**config.mk**
```make
export PLATFORM = sky130hd
export DESIGN_NAME = tnws_rank
export DESIGN_NICKNAME = d
export VERILOG_FILES = /design/src/rtl/tnws_pkg.sv /design/src/rtl/tnws_rank.sv
export SDC_FILE = /design/constraint.sdc
export NUM_CORES = 1
export LEC_CHECK = 0
export BUFFER_PORTS_ARGS = -buffer_cell sky130_fd_sc_hd__buf_4
export CAP_MARGIN = 0
export CORE_MARGIN = 1.5
export CORE_UTILIZATION = 45
export CTS_CLUSTER_DIAMETER = 150
export CTS_CLUSTER_SIZE = 10
export DETAILED_ROUTE_END_ITERATION = 10
export PLACE_DENSITY = 0.76
export SYNTH_ARGS = -nofsm -noshare
export SYNTH_HDL_FRONTEND = slang
export SYNTH_SLANG_ARGS = --single-unit
```
**constraint.sdc**
```tcl
create_clock -name clk -period 4.2 [get_ports clk]
set_clock_uncertainty 0.05 [all_clocks]
set_input_delay 0.42 -clock clk [delete_from_list [all_inputs] [get_ports clk]]
set_output_delay 0.42 -clock clk [all_outputs]
set_load 0.03 [all_outputs]
```
**src/rtl/tnws_pkg.sv**
```systemverilog
// Shared types, status codes and widths for the two-nearest winner search.
package tnws_pkg;

  localparam int DEFAULT_ENTRIES = 4096;
  localparam int DIMS            = 4;
  localparam int COORD_W         = 16;
  localparam int DIFF_W          = COORD_W + 1;
  localparam int SQ_W            = 2 * COORD_W;
  localparam int DIST_W          = 34;
  localparam int IDX_IN_W        = 12;
  localparam int IDX_OUT_W       = 13;
  localparam int POINT_W         = DIMS * COORD_W;

  localparam logic [DIST_W-1:0] NO_DISTANCE = {DIST_W{1'b1}};

  // Entry status codes
  localparam logic [1:0] ST_INACTIVE = 2'd0;
  localparam logic [1:0] ST_ACTIVE   = 2'd1;
  localparam logic [1:0] ST_END      = 2'd2;
  localparam logic [1:0] ST_SPARE    = 2'd3;

  // Item modes
  localparam logic MODE_WRITE = 1'b0;
  localparam logic MODE_QUERY = 1'b1;

  typedef logic [POINT_W-1:0] point_t;

  typedef struct packed {
    logic                       mode;
    logic [IDX_IN_W-1:0]        entry_index;
    logic signed [COORD_W-1:0]  coord_0;
    logic signed [COORD_W-1:0]  coord_1;
    logic signed [COORD_W-1:0]  coord_2;
    logic signed [COORD_W-1:0]  coord_3;
    logic [1:0]                 entry_status;
  } in_item_t;

  typedef struct packed {
    logic [IDX_OUT_W-1:0] first_index;
    logic [DIST_W-1:0]    first_distance;
    logic [IDX_OUT_W-1:0] second_index;
    logic [DIST_W-1:0]    second_distance;
  } out_item_t;

  // Write request into the landmark store
  typedef struct packed {
    logic       we;
    logic       point_we;
    logic [1:0] status;
    point_t     point;
  } st_wr_t;

endpackage

```
**src/rtl/tnws_rank.sv**
```systemverilog
// Keeps the nearest and second-nearest winners of a scan; earlier entry wins ties.
module tnws_rank import tnws_pkg::*; #(
  parameter int ENTRIES = DEFAULT_ENTRIES,
  parameter int AW      = $clog2(ENTRIES),
  parameter int CW      = $clog2(ENTRIES + 1)
) (
  input  logic              clk,
  input  logic              clear,
  input  logic              valid,
  input  logic [AW-1:0]     idx,
  input  logic [DIST_W-1:0] cand_dist,
  output logic [CW-1:0]     i1,
  output logic [DIST_W-1:0] d1,
  output logic [CW-1:0]     i2,
  output logic [DIST_W-1:0] d2
);

  always_ff @(posedge clk) begin
    if (clear) begin
      i1 <= CW'(ENTRIES);
      d1 <= NO_DISTANCE;
      i2 <= CW'(ENTRIES);
      d2 <= NO_DISTANCE;
    end else if (valid) begin
      if (cand_dist < d1) begin
        i2 <= i1;
        d2 <= d1;
        i1 <= CW'(idx);
        d1 <= cand_dist;
      end else if (cand_dist < d2) begin
        i2 <= CW'(idx);
        d2 <= cand_dist;
      end
    end
  end

endmodule

```
==> flow_metrics.py <==
metrics = {
    "logic_synthesis": {
        "syn-mean-instance-area_um2": 8.69,
        "synth_area_leader_cell": "dfxtp_1",
        "yosysTopAreaCellShare": 0.332,
        "synth_commonest_cells": "dfxtp_1, inv_1, ha_1, nor2_1, mux2i_1",
        "ys_types": 39,
        "synth_warnings": 0,
        "synth-edff-count": 0,
        "syn_nets": 766,
        "netlist_instances": 651,
        "syn_area_um2": 5660,
        "ys_seq_elements": 94,
        "seq_area_frac_synth": 0.332,
        "yosys-top-cells-area": "dfxtp_1, ha_1, mux2i_1",
        "postSynth.asyncResetShare": 0,
        "synthFlopType": "dfxtp_1",
        "post-synth-top-count-cell": "dfxtp_1",
    },
    "placement": {
        "io_buffers": 142,
        "gp_congestion": 0.836,
        "dp_hpwl_um": 11500,
    },
    "floorplan": {
        "io_pins": 143,
        "die_h_um": 115,
        "start_util": 0.465,
        "num_rows": 40,
        "die_area_um2": 13300,
        "die_x_um": 115,
        "coreArea_um2": 12200,
    },
    "clock_tree": {
        "path_clk_slew_ns": 0.07,
        "root_buffer": "clkbuf_16",
        "cts_tree": "built",
        "clock_path_buffers": 2,
        "h-tree-depth": 3,
        "cts-buffers-inserted": 9,
        "clkSinkCount": 94,
        "cts_resized": 0,
        "postCtsSetupRepairBufs": 0,
        "cts_hold_buf": 0,
        "clk_latency_ns": 0.35,
    },
    "hold_path": {
        "hp-start": "idx[4]",
        "hold_depth": 3,
        "min_to": "i1[4]$_SDFFE_PP0P_",
        "hold_path_class": "in2reg",
    },
    "pwr": {
        "power_density_nw_per_um2": 436,
        "power_leakage_nw": 3.65,
        "vdd_ir_drop_max_uv": 279,
        "power_mw": 3.12,
    },
    "sta": {
        "max_freq_mhz": 294,
        "finalSetupTns_ns": 0,
        "min_period_over_period": 0.810,
        "worst_slew_pin_slew_ns": 1.19,
        "period_minus_slack_ns": 3.40,
        "final_max_slew_viol_count": 0,
        "finalSetupViolCount": 0,
        "slew_headroom": 0.203,
        "hold_viol": 0,
        "grt_setup_unrepaired": "no",
    },
    "critical_path": {
        "rrSetupSlack_ns": 0.80,
        "critPathLaunchType": "flop",
        "timing.rr.end": "i2[7]$_SDFFE_PP0P_",
        "worstPathRequired_ns": 4.39,
        "worstPathMaxFanout": 26,
        "worstSetupPathType": "reg2reg",
        "r2r_start": "d1[33]$_SDFFE_PP1P_",
        "endpoint_kind": "flop",
        "ff2ff_path_depth": 10,
        "crit_arrival_ns": 3.59,
    },
    "detailed_routing": {
        "drc_errors": 0,
        "drtAntennaViolNets": 0,
        "first_pass_iters": 6,
        "wirelength_um": 16100,
        "viasPerCell": 5.68,
        "drt_iter0_drc": 318,
        "num_vias": 5354,
        "wire_per_inst_um": 17.1,
    },
    "global_route": {
        "gr-usage-all-layers": 0.246,
        "grt_pass1_wl_um": 25800,
        "grt_pass1_vias": 5347,
        "gr-total-overflow": 0,
        "antenna_found_initial": 0,
        "grt_max_degree": 94,
    },
    "flow_run": {
        "cap_violations": 0,
    },
    "final_layout": {
        "num-nets-final": 884,
        "synthToLayoutAreaGrowth_pct": 26.5,
        "drive_above_1_share": 0.224,
        "n_antenna_cell": 0,
    },
    "status": {
        "status": "complete, no violations",
    },
}
placed cells by master, fill, tap and decap left out, types with 4 or more instances in the layout:
| master | netlist | final |
|---|---|---|
| and3_1 | 33 | 33 |
| clkbuf_16 | 0 | 9 |
| nand4_1 | 11 | 11 |
| buf_4 | 0 | 150 |
| ha_1 | 66 | 66 |
| nand3_1 | 4 | 4 |
| a21oi_1 | 25 | 25 |
| nor2_1 | 64 | 64 |
| a21o_1 | 5 | 5 |
| dfxtp_1 | 94 | 94 |
| inv_1 | 71 | 71 |
| o211ai_1 | 34 | 34 |
| o21ai_0 | 12 | 12 |
| a221oi_1 | 46 | 46 |
| nand2_1 | 50 | 50 |
| o21a_1 | 5 | 5 |
| mux2i_1 | 58 | 58 |
how the worst max path moves through the flow:
stage / startpoint / endpoint / slack, ns / depth (start not counted)
after floorplan: d1[32]$_SDFFE_PP1P_ / d2[10]$_SDFFE_PP1P_ / 1.47 / 11
after global placement: cand_dist[9] / i2[12]$_SDFFE_PP1P_ / 0.71 / 11
after detailed placement: cand_dist[32] / i2[7]$_SDFFE_PP0P_ / 0.67 / 10
after CTS: d2[7]$_SDFFE_PP1P_ / i2[12]$_SDFFE_PP1P_ / 0.81 / 11
after global routing: d1[32]$_SDFFE_PP1P_ / i2[7]$_SDFFE_PP0P_ / 0.59 / 10
final: d1[33]$_SDFFE_PP1P_ / i2[7]$_SDFFE_PP0P_ / 0.80 / 10
flip-flops by register name, summed over array words and instances (netlist names):
| signal | flops |
|---|---|
| d1 | 34 |
| d2 | 34 |
| i1 | 13 |
| i2 | 13 |
worst max-delay path, cell delays in order (launching register included):
cell and delay, ns:
dfxtp_1 0.37, inv_1 0.08, ha_1 0.29, nand4_1 0.14, or2_1 0.31, nor4_4 0.39, inv_1 0.16, o211ai_4 0.71
buf_4 0.35, mux2i_1 0.10, a221oi_1 0.32
kinds of logic (layout without fill, tap and decap cells):
family                   Yosys count  count (layout)  share of synthesized area
AO/OA/AOI/OAI                    142             142                      0.187
multiplexers                      58              58                      0.103
buffers and inverters            117             240                     0.0889
AND/OR/NAND/NOR                  174             174                      0.143
adder cells (fa/ha/maj)           66              66                      0.146
flip-flops                        94              94                      0.332
power by group:
group | switching [mW] | internal (mW)
clock | 0.363 | 0.554
sequential | 0.0949 | 1.01
combinational | 0.657 | 0.449
layout make-up:
type / count / area (µm²)
clock buffer: 11 / 253
clock inverter: 5 / 81.3
fill: 1085 / 5000
inverter: 72 / 270
multi-input combinational: 440 / 3300
sequential: 94 / 1880
tap: 168 / 210
timing repair buffer: 152 / 1170
through the flow:
stage	worst slack, ns	std cells	instance area, µm²	hold WS [ns]	utilization
final	0.798	942	7160	0.269	0.589
after global routing	0.587	942	7160	0.281	0.589
after CTS	0.806	942	7160	0.261	0.589
after detailed placement	0.666	926	6830	0.424	0.561
after global placement	0.711	926	6830	0.423	0.561
after floorplan	1.47	651	5660	0.509	-
layer usage:
layer / global-route usage / wire [µm] / vias to the layer above
met5: 0 / 0 / -
li1: - / - / 2584
met4: 0.110 / 276 / 0
met2: 0.406 / 7690 / 193
met3: 0.0517 / 995 / 20
met1: 0.311 / 7140 / 2557
Note: power is estimated with default switching activity, not from simulation.
