[src/rtl/tnws_pkg.sv]
// Shared types, status codes and widths for the two-nearest winner search.
package tnws_pkg;

  localparam int DEFAULT_ENTRIES = 4096;
  localparam int DIMS            = 4;
  localparam int COORD_W         = 16;
  localparam int DIFF_W          = COORD_W + 1;
  localparam int SQ_W            = 2 * COORD_W;
  localparam int DIST_W          = 34;
  localparam int IDX_IN_W        = 12;
  localparam int IDX_OUT_W       = 13;
  localparam int POINT_W         = DIMS * COORD_W;

  localparam logic [DIST_W-1:0] NO_DISTANCE = {DIST_W{1'b1}};

  // Entry status codes
  localparam logic [1:0] ST_INACTIVE = 2'd0;
  localparam logic [1:0] ST_ACTIVE   = 2'd1;
  localparam logic [1:0] ST_END      = 2'd2;
  localparam logic [1:0] ST_SPARE    = 2'd3;

  // Item modes
  localparam logic MODE_WRITE = 1'b0;
  localparam logic MODE_QUERY = 1'b1;

  typedef logic [POINT_W-1:0] point_t;

  typedef struct packed {
    logic                       mode;
    logic [IDX_IN_W-1:0]        entry_index;
    logic signed [COORD_W-1:0]  coord_0;
    logic signed [COORD_W-1:0]  coord_1;
    logic signed [COORD_W-1:0]  coord_2;
    logic signed [COORD_W-1:0]  coord_3;
    logic [1:0]                 entry_status;
  } in_item_t;

  typedef struct packed {
    logic [IDX_OUT_W-1:0] first_index;
    logic [DIST_W-1:0]    first_distance;
    logic [IDX_OUT_W-1:0] second_index;
    logic [DIST_W-1:0]    second_distance;
  } out_item_t;

  // Write request into the landmark store
  typedef struct packed {
    logic       we;
    logic       point_we;
    logic [1:0] status;
    point_t     point;
  } st_wr_t;

endpackage

[src/rtl/tnws_dist.sv]
// Two-stage squared Euclidean distance unit, one landmark per cycle.
module tnws_dist import tnws_pkg::*; #(
  parameter int AW = 12
) (
  input  logic              clk,
  input  logic              rst,
  input  logic              in_valid,
  input  logic [AW-1:0]     in_idx,
  input  point_t            sample,
  input  point_t            point,
  output logic              pending,
  output logic              out_valid,
  output logic [AW-1:0]     out_idx,
  output logic [DIST_W-1:0] out_dist
);

  logic              sq_valid;
  logic [AW-1:0]     sq_idx;
  logic [SQ_W-1:0]   sq [DIMS];
  logic [SQ_W-1:0]   sq_next [DIMS];

  // Subtract and square each coordinate
  always_comb begin
    logic signed [DIFF_W-1:0]   diff;
    logic signed [2*DIFF_W-1:0] prod;
    for (int k = 0; k < DIMS; k++) begin
      diff = DIFF_W'(signed'(sample[k*COORD_W +: COORD_W]))
           - DIFF_W'(signed'(point[k*COORD_W +: COORD_W]));
      prod = diff * diff;
      sq_next[k] = prod[SQ_W-1:0];
    end
  end

  always_ff @(posedge clk) begin
    if (rst) begin
      sq_valid  <= 1'b0;
      out_valid <= 1'b0;
    end else begin
      sq_valid  <= in_valid;
      out_valid <= sq_valid;
    end
  end

  always_ff @(posedge clk) begin
    sq_idx  <= in_idx;
    sq      <= sq_next;
    out_idx <= sq_idx;
    out_dist <= DIST_W'(sq[0]) + DIST_W'(sq[1]) + DIST_W'(sq[2]) + DIST_W'(sq[3]);
  end

  assign pending = sq_valid | out_valid;

endmodule

[config.mk]
export PLATFORM = sky130hd
export DESIGN_NAME = tnws_dist
export DESIGN_NICKNAME = d
export VERILOG_FILES = /design/src/rtl/tnws_pkg.sv /design/src/rtl/tnws_dist.sv
export SDC_FILE = /design/constraint.sdc
export NUM_CORES = 2
export LEC_CHECK = 0
export BUFFER_PORTS_ARGS = -buffer_cell sky130_fd_sc_hd__clkbuf_2
export CAP_MARGIN = 20
export CORE_AREA = 2 2 270 272
export DETAILED_ROUTE_END_ITERATION = 8
export DIE_AREA = 0 0 272 274
export PLACE_DENSITY = 0.83
export SLEW_MARGIN = 5
export SYNTH_ARGS = -nofsm -noshare
export SYNTH_HDL_FRONTEND = slang
export SYNTH_SLANG_ARGS = --single-unit
[constraint.sdc]
create_clock -name clk -period 15.66 [get_ports clk]
set_input_delay 2.349 -clock clk [delete_from_list [all_inputs] [get_ports clk]]
set_output_delay 2.349 -clock clk [all_outputs]
set_load 0.01 [all_outputs]
==> metrics.txt <==
# TYPE chip_impl_metric gauge
chip_impl_info{name="result_of_the_run",value="finished, final reports clean"} 1
chip_impl_metric{name="worstPathMaxFanout",unit=""} 19
chip_impl_metric{name="final_hold_viol_count",unit=""} 0
chip_impl_metric{name="worst_path_largest_cell_delay",unit="ns"} 0.83
chip_impl_metric{name="core_region_area",unit="um2"} 72000
chip_impl_metric{name="cp.arrival",unit="ns"} 11.06
chip_impl_metric{name="count_of_standard_cell_rows",unit=""} 99
chip_impl_metric{name="yosysUniqueCellTypes",unit=""} 76
chip_impl_info{name="critical-path-top-delay-family",value="adder cells"} 1
chip_impl_metric{name="final_core_utilization",unit="%"} 68.1
chip_impl_info{name="final_common_cell",value="sky130_fd_sc_hd__inv_1"} 1
chip_impl_metric{name="clock_pin_slew_worst_setup_and_hold_paths",unit="ns"} 0.07
chip_impl_metric{name="setup_tns",unit="ns"} 0
chip_impl_metric{name="cts.repair.resized",unit=""} 0
chip_impl_metric{name="clock-skew-final",unit="ns"} 0.0109
chip_impl_info{name="endpoint_kind",value="flip-flop"} 1
chip_impl_metric{name="final_antenna_net_count",unit=""} 0
chip_impl_metric{name="dp_hpwl",unit="um"} 91300
chip_impl_info{name="crit_type",value="primary input to flip-flop"} 1
chip_impl_metric{name="initial_detailed_routing_violation_count",unit=""} 2180
chip_impl_info{name="ys_dominant_reg_cell",value="sky130_fd_sc_hd__dfxtp_1"} 1
chip_impl_info{name="cp_common_cell",value="sky130_fd_sc_hd__fa_1"} 1
chip_impl_info{name="leading_area_contributor_after_synthesis",value="sky130_fd_sc_hd__fa_1"} 1
chip_impl_metric{name="synth_seq_area_share",unit="%"} 7.96
chip_impl_metric{name="drt-pass1-iter-count",unit=""} 7
chip_impl_metric{name="synth.ff_latch_count",unit=""} 184
chip_impl_metric{name="die_area",unit="um2"} 74500
chip_impl_metric{name="final_net_count",unit=""} 6774
chip_impl_metric{name="grt_first_pass_wirelength",unit="um"} 179000
chip_impl_info{name="cts_tree",value="built"} 1
chip_impl_metric{name="clkSinkCount",unit=""} 184
chip_impl_metric{name="total_track_usage",unit="%"} 30.4
chip_impl_metric{name="syn_area_per_cell",unit="um2"} 9.32
chip_impl_info{name="cts_root_buffer",value="sky130_fd_sc_hd__clkbuf_16"} 1
chip_impl_metric{name="worst_pin_slew",unit="ns"} 1.20
chip_impl_metric{name="route.detailed.wl_per_inst",unit="um"} 17.6
chip_impl_metric{name="synthCells",unit=""} 4963
chip_impl_metric{name="clk_latency",unit="ns"} 0.45
chip_impl_info{name="synth.area.top_cells",value="sky130_fd_sc_hd__fa_1, sky130_fd_sc_hd__ha_1, sky130_fd_sc_hd__inv_1"} 1
chip_impl_metric{name="initial_antenna_violation_count",unit=""} 2
chip_impl_info{name="worstSetupStartpointType",value="primary input"} 1
chip_impl_metric{name="vias_per_cell",unit=""} 5.52
chip_impl_metric{name="wl",unit="um"} 107000
chip_impl_metric{name="ys.warnings.count",unit=""} 0
chip_impl_metric{name="slew_violations",unit=""} 0
chip_impl_metric{name="cts_hold_repair.buffers",unit=""} 0
chip_impl_metric{name="finalSetupViolCount",unit=""} 0
chip_impl_metric{name="timing.fmax",unit="GHz"} 0.0936
chip_impl_metric{name="floorplan.initialDensity",unit="%"} 64.3
chip_impl_metric{name="sum_of_buffers_and_inverters_on_the_critical_path",unit=""} 6
chip_impl_info{name="worst_path_max_delay_cell",value="sky130_fd_sc_hd__fa_1"} 1
chip_impl_info{name="layout_common_cells",value="sky130_fd_sc_hd__inv_1, sky130_fd_sc_hd__fa_1, sky130_fd_sc_hd__nor2_1"} 1
chip_impl_metric{name="grt_start_max_net_pins",unit=""} 24
chip_impl_metric{name="flow.area_growth_from_synthesis",unit="%"} 5.95
chip_impl_metric{name="top_level_ports",unit=""} 191
chip_impl_metric{name="regToRegSetupSlack",unit="ns"} 11.34
chip_impl_metric{name="ys_async_sr_fraction",unit="%"} 0
chip_impl_info{name="min_delay_worst_endpoint",value="out_idx[1]"} 1
chip_impl_metric{name="drt_drc_violations_left",unit=""} 0
chip_impl_metric{name="drive_gt1_share",unit="%"} 6.60
chip_impl_metric{name="die_w",unit="um"} 272
chip_impl_metric{name="fin_cells",unit=""} 6097
chip_impl_metric{name="worst_max_slew_margin_expressed_relative_to_the_limit",unit="%"} 19.8
chip_impl_metric{name="port-buffer-count",unit=""} 190
chip_impl_metric{name="cts-buffers-inserted",unit=""} 17
chip_impl_metric{name="h-tree-depth",unit=""} 4
chip_impl_info{name="min-delay-path-class",value="flip-flop to flip-flop"} 1
chip_impl_metric{name="final.min_clock_period",unit="ns"} 10.68
chip_impl_metric{name="cts.path.max_buffers",unit=""} 2
chip_impl_metric{name="count_of_flip_flops_with_a_built_in_enable_after_synthesis",unit=""} 0
chip_impl_info{name="critical_r2r_launch",value="sq[2]"} 1
chip_impl_metric{name="place_inst",unit=""} 6063
chip_impl_metric{name="required",unit="ns"} 16.04
chip_impl_metric{name="worst-r2r-cell-count",unit=""} 14
chip_impl_metric{name="post_synth_instance_area",unit="um2"} 46300
chip_impl_metric{name="drv_cap",unit=""} 0
chip_impl_metric{name="grt_total_ovfl",unit=""} 0
chip_impl_info{name="worstReg2RegEnd",value="out_dist[33]"} 1
chip_impl_metric{name="via_count",unit=""} 33627
chip_impl_info{name="rsz_0062_raised_after_global_routing",value="no"} 1
chip_impl_metric{name="post-cts-setup-buffers",unit=""} 0
chip_impl_metric{name="fin_crit_sh",unit="%"} 68.2
chip_impl_metric{name="number_of_cells_on_the_worst_hold_path",unit=""} 0
chip_impl_info{name="min-delay-start",value="sq_idx[1]"} 1
chip_impl_metric{name="die_height",unit="um"} 274
chip_impl_metric{name="finalWeightedCongestion",unit=""} 0.945
chip_impl_metric{name="share_of_the_synthesized_area_in_the_top_cell_type",unit="%"} 47.3
chip_impl_metric{name="number_of_global_route_vias_before_repair",unit=""} 36483
-- cell families after synthesis --
kind of cell / share of synthesized area [%]
buffers and inverters: 12.1
multiplexers: 0.151
flip-flops: 7.96
other: 0.0162
AND/OR/NAND/NOR: 9.30
adder cells (fa/ha/maj): 58.5
XOR/XNOR: 4.74
AO/OA/AOI/OAI: 7.18
-- worst max-delay path by stage --
stage	from	endpoint	slack, ns	cells past startpoint
floorplan	sample[48]	sq[31]	5.74	34
global placement	point[54]	sq[31]	4.85	33
detailed placement	point[51]	sq[31]	4.57	33
CTS	point[51]	sq[31]	5.03	33
global route	point[51]	sq[31]	4.02	33
finish	sample[32]	sq[62]	4.98	31
-- metrics by stage --
stage          instance area, um2  hold WS [ns]  setup slack [ns]
2_1_floorplan               46300         0.310              5.74
3_3_place_gp                48400         0.310              4.85
3_5_place_dp                48400         0.312              4.57
4_1_cts                     49000         0.330              5.03
5_1_grt                     49000         0.333              4.02
6_report                    49000         0.329              4.98
-- cells in the mapped netlist, types with 42 or more instances --
cell,count
sky130_fd_sc_hd__xnor2_1,187
sky130_fd_sc_hd__nand2_1,356
sky130_fd_sc_hd__xor2_1,56
sky130_fd_sc_hd__o21a_1,42
sky130_fd_sc_hd__fa_1,1094
sky130_fd_sc_hd__dfxtp_1,184
sky130_fd_sc_hd__clkbuf_1,93
sky130_fd_sc_hd__nor2_1,480
sky130_fd_sc_hd__a21oi_1,144
sky130_fd_sc_hd__o21ai_0,47
sky130_fd_sc_hd__inv_1,1354
sky130_fd_sc_hd__a21o_1,71
sky130_fd_sc_hd__ha_1,413
sky130_fd_sc_hd__nand2b_1,43
-- flip-flops by register name (all words and copies together), names as in the netlist --
name and count:
out_dist 34, out_idx 12, out_valid 1, sq 124, sq_idx 12, sq_valid 1
-- routing by layer --
metal / share of wire, % / up-vias / global-route usage (%) / wire length (um)
li1: - / 15026 / - / -
met1: 38 / 16846 / 38.9 / 40500
met2: 50 / 1372 / 52.0 / 53500
met3: 7.3 / 379 / 4.29 / 7780
met4: 4.9 / 4 / 13.5 / 5290
met5: 0.025 / - / 0 / 27
-- area by class of cell --
| type | instances | area [um2] |
|---|---|---|
| Antenna cell | 1 | 2.50 |
| Clock buffer | 19 | 443 |
| Clock inverter | 13 | 150 |
| Fill cell | 5354 | 23000 |
| Inverter | 1394 | 5230 |
| Multi-Input combinational cell | 3287 | 37000 |
| Sequential cell | 184 | 3680 |
| Tap cell | 959 | 1200 |
| Timing Repair Buffer | 240 | 1330 |
Power is left out: the tool's default activity adds up to more than one toggle a clock period on the data nets, which glitch-free logic cannot reach.
